<file path="src/hdl/dst_pkg.sv">
package dst_pkg;

  // Widths fixed by the item fields.
  localparam int unsigned CMD_W     = 2;
  localparam int unsigned SLOT_W    = 4;
  localparam int unsigned WORD_W    = 32;
  localparam int unsigned STATUS_W  = 2;
  // Number of slots that the slot field can name.
  localparam int unsigned ADDR_SLOTS = 1 << SLOT_W;

  typedef enum logic [CMD_W-1:0] {
    CMD_OPEN  = 2'd0,
    CMD_WRITE = 2'd1,
    CMD_CLOSE = 2'd2
  } cmd_t;

  typedef enum logic [STATUS_W-1:0] {
    ST_OK     = 2'd0,
    ST_NOFREE = 2'd1,
    ST_BAD    = 2'd2,
    ST_FULL   = 2'd3
  } status_t;

  typedef enum logic {
    S_IDLE = 1'b0,
    S_EXEC = 1'b1
  } state_t;

  // Commands from the controller to the datapath.
  typedef struct packed {
    logic load_in;  // capture the accepted item
    logic exec;     // carry out the held command and load the result
  } dp_cmd_t;

endpackage

</file>
<file path="src/hdl/dst_ctrl.sv">
module dst_ctrl (
  input  logic               clk,
  input  logic               rst_n,
  input  logic               in_valid,
  output logic               in_stall,
  output logic               out_valid,
  input  logic               out_stall,
  output dst_pkg::dp_cmd_t   dp_cmd
);

  dst_pkg::state_t state_r, state_nxt;
  logic            out_valid_r, out_valid_nxt;

  always_ff @(posedge clk) begin
    if (!rst_n) begin
      state_r     <= dst_pkg::S_IDLE;
      out_valid_r <= 1'b0;
    end else begin
      state_r     <= state_nxt;
      out_valid_r <= out_valid_nxt;
    end
  end

  always_comb begin
    state_nxt      = state_r;
    dp_cmd.load_in = 1'b0;
    dp_cmd.exec    = 1'b0;
    // The held result leaves when the receiver takes it.
    out_valid_nxt  = out_valid_r && out_stall;
    unique case (state_r)
      dst_pkg::S_IDLE: begin
        if (in_valid) begin
          dp_cmd.load_in = 1'b1;
          state_nxt      = dst_pkg::S_EXEC;
        end
      end
      dst_pkg::S_EXEC: begin
        // Finish only once the output register is free or draining.
        if (!out_valid_r || !out_stall) begin
          dp_cmd.exec   = 1'b1;
          out_valid_nxt = 1'b1;
          state_nxt     = dst_pkg::S_IDLE;
        end
      end
      default: state_nxt = dst_pkg::S_IDLE;
    endcase
  end

  assign in_stall  = (state_r != dst_pkg::S_IDLE);
  assign out_valid = out_valid_r;

endmodule

</file>
<file path="src/hdl/dst_datapath.sv">
module dst_datapath #(
  parameter int SLOT_COUNT   = 16,
  parameter int BUFFER_WORDS = 256
) (
  input  logic                                 clk,
  input  logic                                 rst_n,
  input  dst_pkg::dp_cmd_t                     dp_cmd,
  input  logic [dst_pkg::CMD_W-1:0]            in_command,
  input  logic [dst_pkg::SLOT_W-1:0]           in_slot,
  input  logic signed [dst_pkg::WORD_W-1:0]    in_data_word,
  output logic [dst_pkg::STATUS_W-1:0]         out_status,
  output logic [dst_pkg::SLOT_W-1:0]           out_granted_slot
);

  // Slots that the slot field can reach; the rest are only ever granted.
  localparam int LOW_SLOTS = (SLOT_COUNT < int'(dst_pkg::ADDR_SLOTS)) ?
                             SLOT_COUNT : int'(dst_pkg::ADDR_SLOTS);
  localparam int LOW_IDX_W = (LOW_SLOTS > 1) ? $clog2(LOW_SLOTS) : 1;
  localparam int HI_W      = $clog2(SLOT_COUNT + 1);
  localparam int POS_W     = $clog2(BUFFER_WORDS + 1);
  localparam int BUF_IDX_W = (BUFFER_WORDS > 1) ? $clog2(BUFFER_WORDS) : 1;

  logic [dst_pkg::CMD_W-1:0]         cmd_r;
  logic [dst_pkg::SLOT_W-1:0]        slot_r;
  logic signed [dst_pkg::WORD_W-1:0] word_r;

  logic [LOW_SLOTS-1:0] flags_r, flags_nxt;
  logic [POS_W-1:0]     pos_r   [LOW_SLOTS];
  logic [POS_W-1:0]     pos_nxt [LOW_SLOTS];
  // Next slot above the addressable range: those slots never close.
  logic [HI_W-1:0]      hi_r, hi_nxt;

  logic [dst_pkg::STATUS_W-1:0] status_r, status_c;
  logic [dst_pkg::SLOT_W-1:0]   grant_r, grant_c;

  logic signed [dst_pkg::WORD_W-1:0] buf_mem [LOW_SLOTS][BUFFER_WORDS];
  logic                              mem_we;
  logic [BUF_IDX_W-1:0]              mem_col;

  logic                 found;
  logic [LOW_IDX_W-1:0] free_idx;
  logic [LOW_IDX_W-1:0] sel;
  logic                 usable;
  logic [HI_W+3:0]      hi_ext;

  always_ff @(posedge clk) begin
    if (dp_cmd.load_in) begin
      cmd_r  <= in_command;
      slot_r <= in_slot;
      word_r <= in_data_word;
    end
    if (dp_cmd.exec) begin
      status_r <= status_c;
      grant_r  <= grant_c;
    end
  end

  always_ff @(posedge clk) begin
    if (!rst_n) begin
      flags_r <= '0;
      hi_r    <= HI_W'(LOW_SLOTS);
      for (int i = 0; i < LOW_SLOTS; i++) begin
        pos_r[i] <= '0;
      end
    end else begin
      flags_r <= flags_nxt;
      hi_r    <= hi_nxt;
      pos_r   <= pos_nxt;
    end
  end

  always_ff @(posedge clk) begin
    if (mem_we) begin
      buf_mem[sel][mem_col] <= word_r;
    end
  end

  // Lowest closed slot among the addressable ones.
  always_comb begin
    found    = 1'b0;
    free_idx = '0;
    for (int i = LOW_SLOTS - 1; i >= 0; i--) begin
      if (!flags_r[i]) begin
        found    = 1'b1;
        free_idx = LOW_IDX_W'(i);
      end
    end
  end

  assign sel     = slot_r[LOW_IDX_W-1:0];
  assign usable  = (32'(slot_r) < SLOT_COUNT) && flags_r[sel];
  assign mem_col = pos_r[sel][BUF_IDX_W-1:0];
  assign hi_ext  = (HI_W + 4)'(hi_r);

  always_comb begin
    flags_nxt = flags_r;
    pos_nxt   = pos_r;
    hi_nxt    = hi_r;
    mem_we    = 1'b0;
    status_c  = dst_pkg::ST_BAD;
    grant_c   = '0;
    if (dp_cmd.exec) begin
      unique case (cmd_r)
        dst_pkg::CMD_OPEN: begin
          if (found) begin
            flags_nxt[free_idx] = 1'b1;
            pos_nxt[free_idx]   = '0;
            status_c            = dst_pkg::ST_OK;
            grant_c             = dst_pkg::SLOT_W'(free_idx);
          end else if (32'(hi_r) < SLOT_COUNT) begin
            hi_nxt   = hi_r + HI_W'(1);
            status_c = dst_pkg::ST_OK;
            grant_c  = hi_ext[dst_pkg::SLOT_W-1:0];
          end else begin
            status_c = dst_pkg::ST_NOFREE;
          end
        end
        dst_pkg::CMD_WRITE: begin
          if (usable) begin
            if (pos_r[sel] >= POS_W'(BUFFER_WORDS)) begin
              status_c = dst_pkg::ST_FULL;
            end else begin
              mem_we       = 1'b1;
              pos_nxt[sel] = pos_r[sel] + POS_W'(1);
              status_c     = dst_pkg::ST_OK;
            end
          end
        end
        dst_pkg::CMD_CLOSE: begin
          if (usable) begin
            flags_nxt[sel] = 1'b0;
            pos_nxt[sel]   = '0;
            status_c       = dst_pkg::ST_OK;
          end
        end
        default: status_c = dst_pkg::ST_BAD;
      endcase
    end
  end

  assign out_status       = status_r;
  assign out_granted_slot = grant_r;

endmodule

</file>
<file path="src/hdl/descriptor_slot_table_unit.sv">
// Descriptor slot table. Each item on the input channel is one command:
// open grants the lowest closed slot, write appends in_data_word to the
// buffer of in_slot, close releases in_slot. Every item gives exactly one
// item on the output channel carrying out_status and out_granted_slot.
// Both channels use valid and stall; an item moves on an edge where valid
// is high and stall is low.
// An item is captured on the edge it is accepted and carried out in the
// execute state once the output register is free or draining, when the
// result is loaded into that register; no new item is taken until then.
// The execute state holds the free-slot search and the read-modify-write
// of the slot's write position, which is also the buffer address.
// If the receiver stalls, the result waits in the output register; one
// further item is still accepted and held until that register is free.
// Reset (synchronous, active low) closes every slot, clears every write
// position and empties both channels; buffer contents are not cleared.
module descriptor_slot_table_unit #(
  parameter int SLOT_COUNT   = 16,
  parameter int BUFFER_WORDS = 256
) (
  input  logic                               clk,
  input  logic                               rst_n,
  input  logic                               in_valid,
  output logic                               in_stall,
  input  logic [dst_pkg::CMD_W-1:0]          in_command,
  input  logic [dst_pkg::SLOT_W-1:0]         in_slot,
  input  logic signed [dst_pkg::WORD_W-1:0]  in_data_word,
  output logic                               out_valid,
  input  logic                               out_stall,
  output logic [dst_pkg::STATUS_W-1:0]       out_status,
  output logic [dst_pkg::SLOT_W-1:0]         out_granted_slot
);

  dst_pkg::dp_cmd_t dp_cmd;

  // The controller owns both handshakes and sequences capture and execute.
  dst_ctrl u_ctrl (
    .clk       (clk),
    .rst_n     (rst_n),
    .in_valid  (in_valid),
    .in_stall  (in_stall),
    .out_valid (out_valid),
    .out_stall (out_stall),
    .dp_cmd    (dp_cmd)
  );

  // The datapath holds the slot flags, write positions and buffer memory.
  dst_datapath #(
    .SLOT_COUNT   (SLOT_COUNT),
    .BUFFER_WORDS (BUFFER_WORDS)
  ) u_datapath (
    .clk              (clk),
    .rst_n            (rst_n),
    .dp_cmd           (dp_cmd),
    .in_command       (in_command),
    .in_slot          (in_slot),
    .in_data_word     (in_data_word),
    .out_status       (out_status),
    .out_granted_slot (out_granted_slot)
  );

endmodule
</file>
<file path="config.mk">
export PLATFORM = sky130hd
export DESIGN_NAME = descriptor_slot_table_unit
export DESIGN_NICKNAME = d
export VERILOG_FILES = /design/src/hdl/dst_pkg.sv /design/src/hdl/dst_ctrl.sv /design/src/hdl/dst_datapath.sv /design/src/hdl/descriptor_slot_table_unit.sv
export SDC_FILE = /design/constraint.sdc
export NUM_CORES = 1
export LEC_CHECK = 0
export BUFFER_PORTS_ARGS = -buffer_cell sky130_fd_sc_hd__buf_4
export CORE_AREA = 2 2 171 173
export CTS_CLUSTER_DIAMETER = 100
export DETAILED_ROUTE_END_ITERATION = 12
export DIE_AREA = 0 0 173 175
export GPL_TIMING_DRIVEN = 0
export PLACE_DENSITY_LB_ADDON = 0.3
export RECOVER_POWER = 25
export SYNTH_ARGS = -nofsm -noshare
export SYNTH_HDL_FRONTEND = slang
export SYNTH_HIERARCHICAL = 1
export SYNTH_SLANG_ARGS = --single-unit
</file>
<file path="constraint.sdc">
create_clock -name clk -period 3.7 [get_ports clk]
set_input_delay 0.37 -clock clk [delete_from_list [all_inputs] [get_ports clk]]
set_output_delay 0.37 -clock clk [all_outputs]
set_load 0.02 [all_outputs]
</file>
==> impl_metrics.csv <==
group,metric,value,unit
clocking,cts_tree,"yes",
clocking,clock_sinks,179,
synthesis,synth_top_cell_by_area,"dfxtp_1",
synthesis,synth-compound-area-share,25.7,%
place,gp_congestion,0.857,
worst_setup_path,critPathMaxFanout,10,
worst_setup_path,start_kind,"flip-flop",
global_routing,grt_pass1_vias,6330,
die,die_h,175,microns
finish,final_cells,1155,
finish,register_area,3700,sq um
power_and_ir_drop,power,4.05,mW
timing,fin_worst_skew,0.0176,ns
global_routing,grt_pass1_wl,37500,microns
synthesis,ys_warn_count,6,
clocking,cts_resized,0,
timing,tns,0,ns
power_and_ir_drop,total_leakage_power,3.27,nW
route,wl_per_cell,20.9,microns
power_and_ir_drop,power_frac_seq,48.4,%
timing,slew-limit-headroom,21.5,%
power_and_ir_drop,p_switching,1.09,mW
synthesis,syn-mean-instance-area,11.7,sq um
die,coreArea,28400,sq um
worst_setup_path,r2r_slack,0.52,ns
synthesis,synth.most_common_cell,"dfxtp_1",
synthesis,synth_edf_count,12,
synthesis,synthCells,723,
power_and_ir_drop,power_frac_comb,7.0,%
timing,setup_slack,0.519,ns
worst_setup_path,path_cells,"buf_6, buf_12, buf_12, mux4_1, a22oi_1, nand2_1, ha_1, xor2_1, nand2_1, clkbuf_1, o2bb2ai_1",
synthesis,yosysTopAreaCellShare,39.6,%
synthesis,ys_types,68,
place,post_dp_cell_area,9040,sq um
place,port_buffers,17,
place,dp_hpwl,17300,microns
synthesis,synth_nets,767,
place,post-place-ws,0.542,ns
run_status,status,"complete, no violations",
synthesis,synth_top_family_by_area,"compound AO/OA/AOI/OAI gates",
clocking,cts_buffer_depth,2,
power_and_ir_drop,pwr-share-clk,44.5,%
synthesis,synthTopCellsByArea,"dfxtp_1 (40%), o2bb2ai_1 (7.3%), mux4_2 (6.4%), a22o_1 (5.6%), edfxtp_1 (4.3%)",
die,chipWidth,173,microns
synthesis,yosys.area_share.simple,10.7,%
finish,diodes,0,
timing,holdWs,0.133,ns
worst_setup_path,cp-end-kind,"flip-flop",
die,ios,50,
finish,num-fill-cells,2893,
global_routing,antenna_found_initial,0,
synthesis,ys_ff_latch,179,
route,drt_pass1_iterations,5,
route,ant_nets,0,
route,num_vias,6315,
synthesis,syn-cell-area,8440,sq um
timing,setup_viol,0,
route,first_iter_violations,378,
finish,final_area,9600,sq um
finish,syn2layout_area_growth,13.8,%
worst_setup_path,crit_arrival,3.50,ns
synthesis,synthArstFlopShare,0,%
worst_setup_path,slowest_stage,"mux4_1",
global_routing,grt-ovfl-total,0,
worst_setup_path,cp.required,4.01,ns
timing,slew_violations,0,
finish,drive_gt1_share,18.8,%
finish,multiInputGateArea,4160,sq um
clocking,clock-root-buffer,"clkbuf_16",
worst_setup_path,cp_slowest_stage_delay,0.57,ns
route,post-route-drc-count,0,
worst_hold_path,hold_class,"in2reg",
route,routed_wl,24200,microns
place,dp.cells,1124,
timing,clock.fmax,0.314,GHz
synthesis,synthMuxAreaShare,11.5,%
synthesis,ys_seq_area_share,43.9,%
finish,nets,803,
power_and_ir_drop,power.internal,2.96,mW
timing,worst_slew_pin_slew,1.17,ns
clocking,clk_pin_slew,0.08,ns
clocking,cts_setup_buffers,0,
synthesis,ys.flop_type,"dfxtp_1",
global_routing,grt_usage,16.1,%
power_and_ir_drop,sw_frac_of_total,26.9,%
global_routing,grt_max_degree,20,
worst_setup_path,worst_r2r_path_depth,11,
worst_setup_path,crit_type,"reg2reg",
finish,fin_util,33.8,%
clocking,clock_latency,0.44,ns
worst_hold_path,hold_depth,1,
synthesis,synth_fa_ha_area_share,0.297,%
clocking,numCtsBuffers,17,
synthesis,synthTopCellsByCount,"dfxtp_1 (167), o2bb2ai_1 (70), nand2_1 (63)",
die,die_area,30300,sq um
power_and_ir_drop,ir_drop,0.000293,V
clocking,ctsHtreeMaxLevel,4,
die,std_cell_rows,62,
synthesis,synthXorXnorAreaFrac,1.02,%
clocking,cts_hold_buffers,0,
die,start_util,29.7,%
timing,fin_crit,3.18,ns
route,via_per_inst,5.47,
power_and_ir_drop,power_density,422,nW/um^2
timing,hold_viol,0,
job,drv_cap,0,
timing,rsz0062_at_grt,"false",
timing,final.period_utilization,86.0,%
## flip-flops by register name, indices dropped and copies added (netlist names)
signal / cells
u_datapath/flags_r: 16
u_datapath/out_status: 2
u_datapath/out_granted_slot: 4
u_ctrl/in_stall: 1
u_ctrl/out_valid: 1
u_datapath/cmd_r: 2
u_datapath/pos_r: 144
u_datapath/hi_r: 5
u_datapath/sel: 4
## layout make-up
cell class / count / area share (%)
Inverter: 8 / 0.313
Timing Repair Buffer: 17 / 1.02
Tap cell: 384 / 5.01
Multi-Input combinational cell: 481 / 43.3
Clock buffer: 17 / 4.43
Sequential cell: 179 / 38.6
Buffer: 55 / 5.66
Clock inverter: 14 / 1.64
## critical path: cells and delay by family, from the launching register on
kind	cells	cell delay [ns]
compound gates	2	0.32
flops	1	0.40
buf+inv	4	0.98
xor+xnor	1	0.17
fa+ha+maj	1	0.24
mux	1	0.57
simple gates	2	0.36
## final timing paths
kind / startpoint / to
worst max-delay path: u_datapath/sel[0]$_DFFE_PP_ / u_datapath/pos_r[56]$_SDFFE_PN0P_
worst min-delay path: in_slot[0] / u_datapath/sel[0]$_DFFE_PP_
worst max register to register: u_datapath/sel[0]$_DFFE_PP_ / u_datapath/pos_r[56]$_SDFFE_PN0P_
worst min register to register: u_datapath/pos_r[55]$_SDFFE_PN0P_ / u_datapath/pos_r[55]$_SDFFE_PN0P_
## per-layer routing
layer	vias up	routed length, microns	share of wire, %	track usage (%)
met2	198	11100	46	25.6
met4	0	647	2.7	6.36
li1	2935	-	-	-
met1	3144	11400	47	21.8
met5	-	0	0	0
met3	38	1060	4.4	2.87
## power groups by stage
stage / registers (mW) / logic, mW / clock network [mW]
6_report: 1.96 / 0.284 / 1.81
5_1_grt: 1.96 / 0.299 / 1.92
4_1_cts: 1.96 / 0.286 / 1.84
3_5_place_dp: 2.01 / 0.285 / 0
3_3_place_gp: 2.01 / 0.284 / 0
2_1_floorplan: 2.01 / 0.186 / 0
## kinds of logic after synthesis
| kind of cell | count (synthesis) |
|---|---|
| fa+ha+maj | 2 |
| xor+xnor | 9 |
| flops | 179 |
| compound gates | 254 |
| buf+inv | 63 |
| simple gates | 170 |
| mux | 46 |
## layout by cell type, fill, tap and decap left out, drive strengths merged, types with 6 or more instances in the layout
cell | synthesis | final
a21boi | 7 | 7
a22o | 54 | 54
a22oi | 12 | 12
a31oi | 6 | 6
a32o | 12 | 12
a32oi | 11 | 11
and2 | 6 | 6
buf | 36 | 39
clkbuf | 19 | 50
clkinv | 0 | 6
dfxtp | 167 | 167
edfxtp | 12 | 12
inv | 8 | 16
mux2i | 9 | 9
mux4 | 37 | 37
nand2 | 69 | 69
nand3 | 13 | 13
nand4 | 9 | 9
nor2 | 25 | 25
nor2b | 12 | 12
nor3 | 12 | 12
o211ai | 15 | 15
o21a | 13 | 13
o21ai | 25 | 25
o2bb2ai | 80 | 80
No activity file was read; power rests on OpenSTA's default activity.
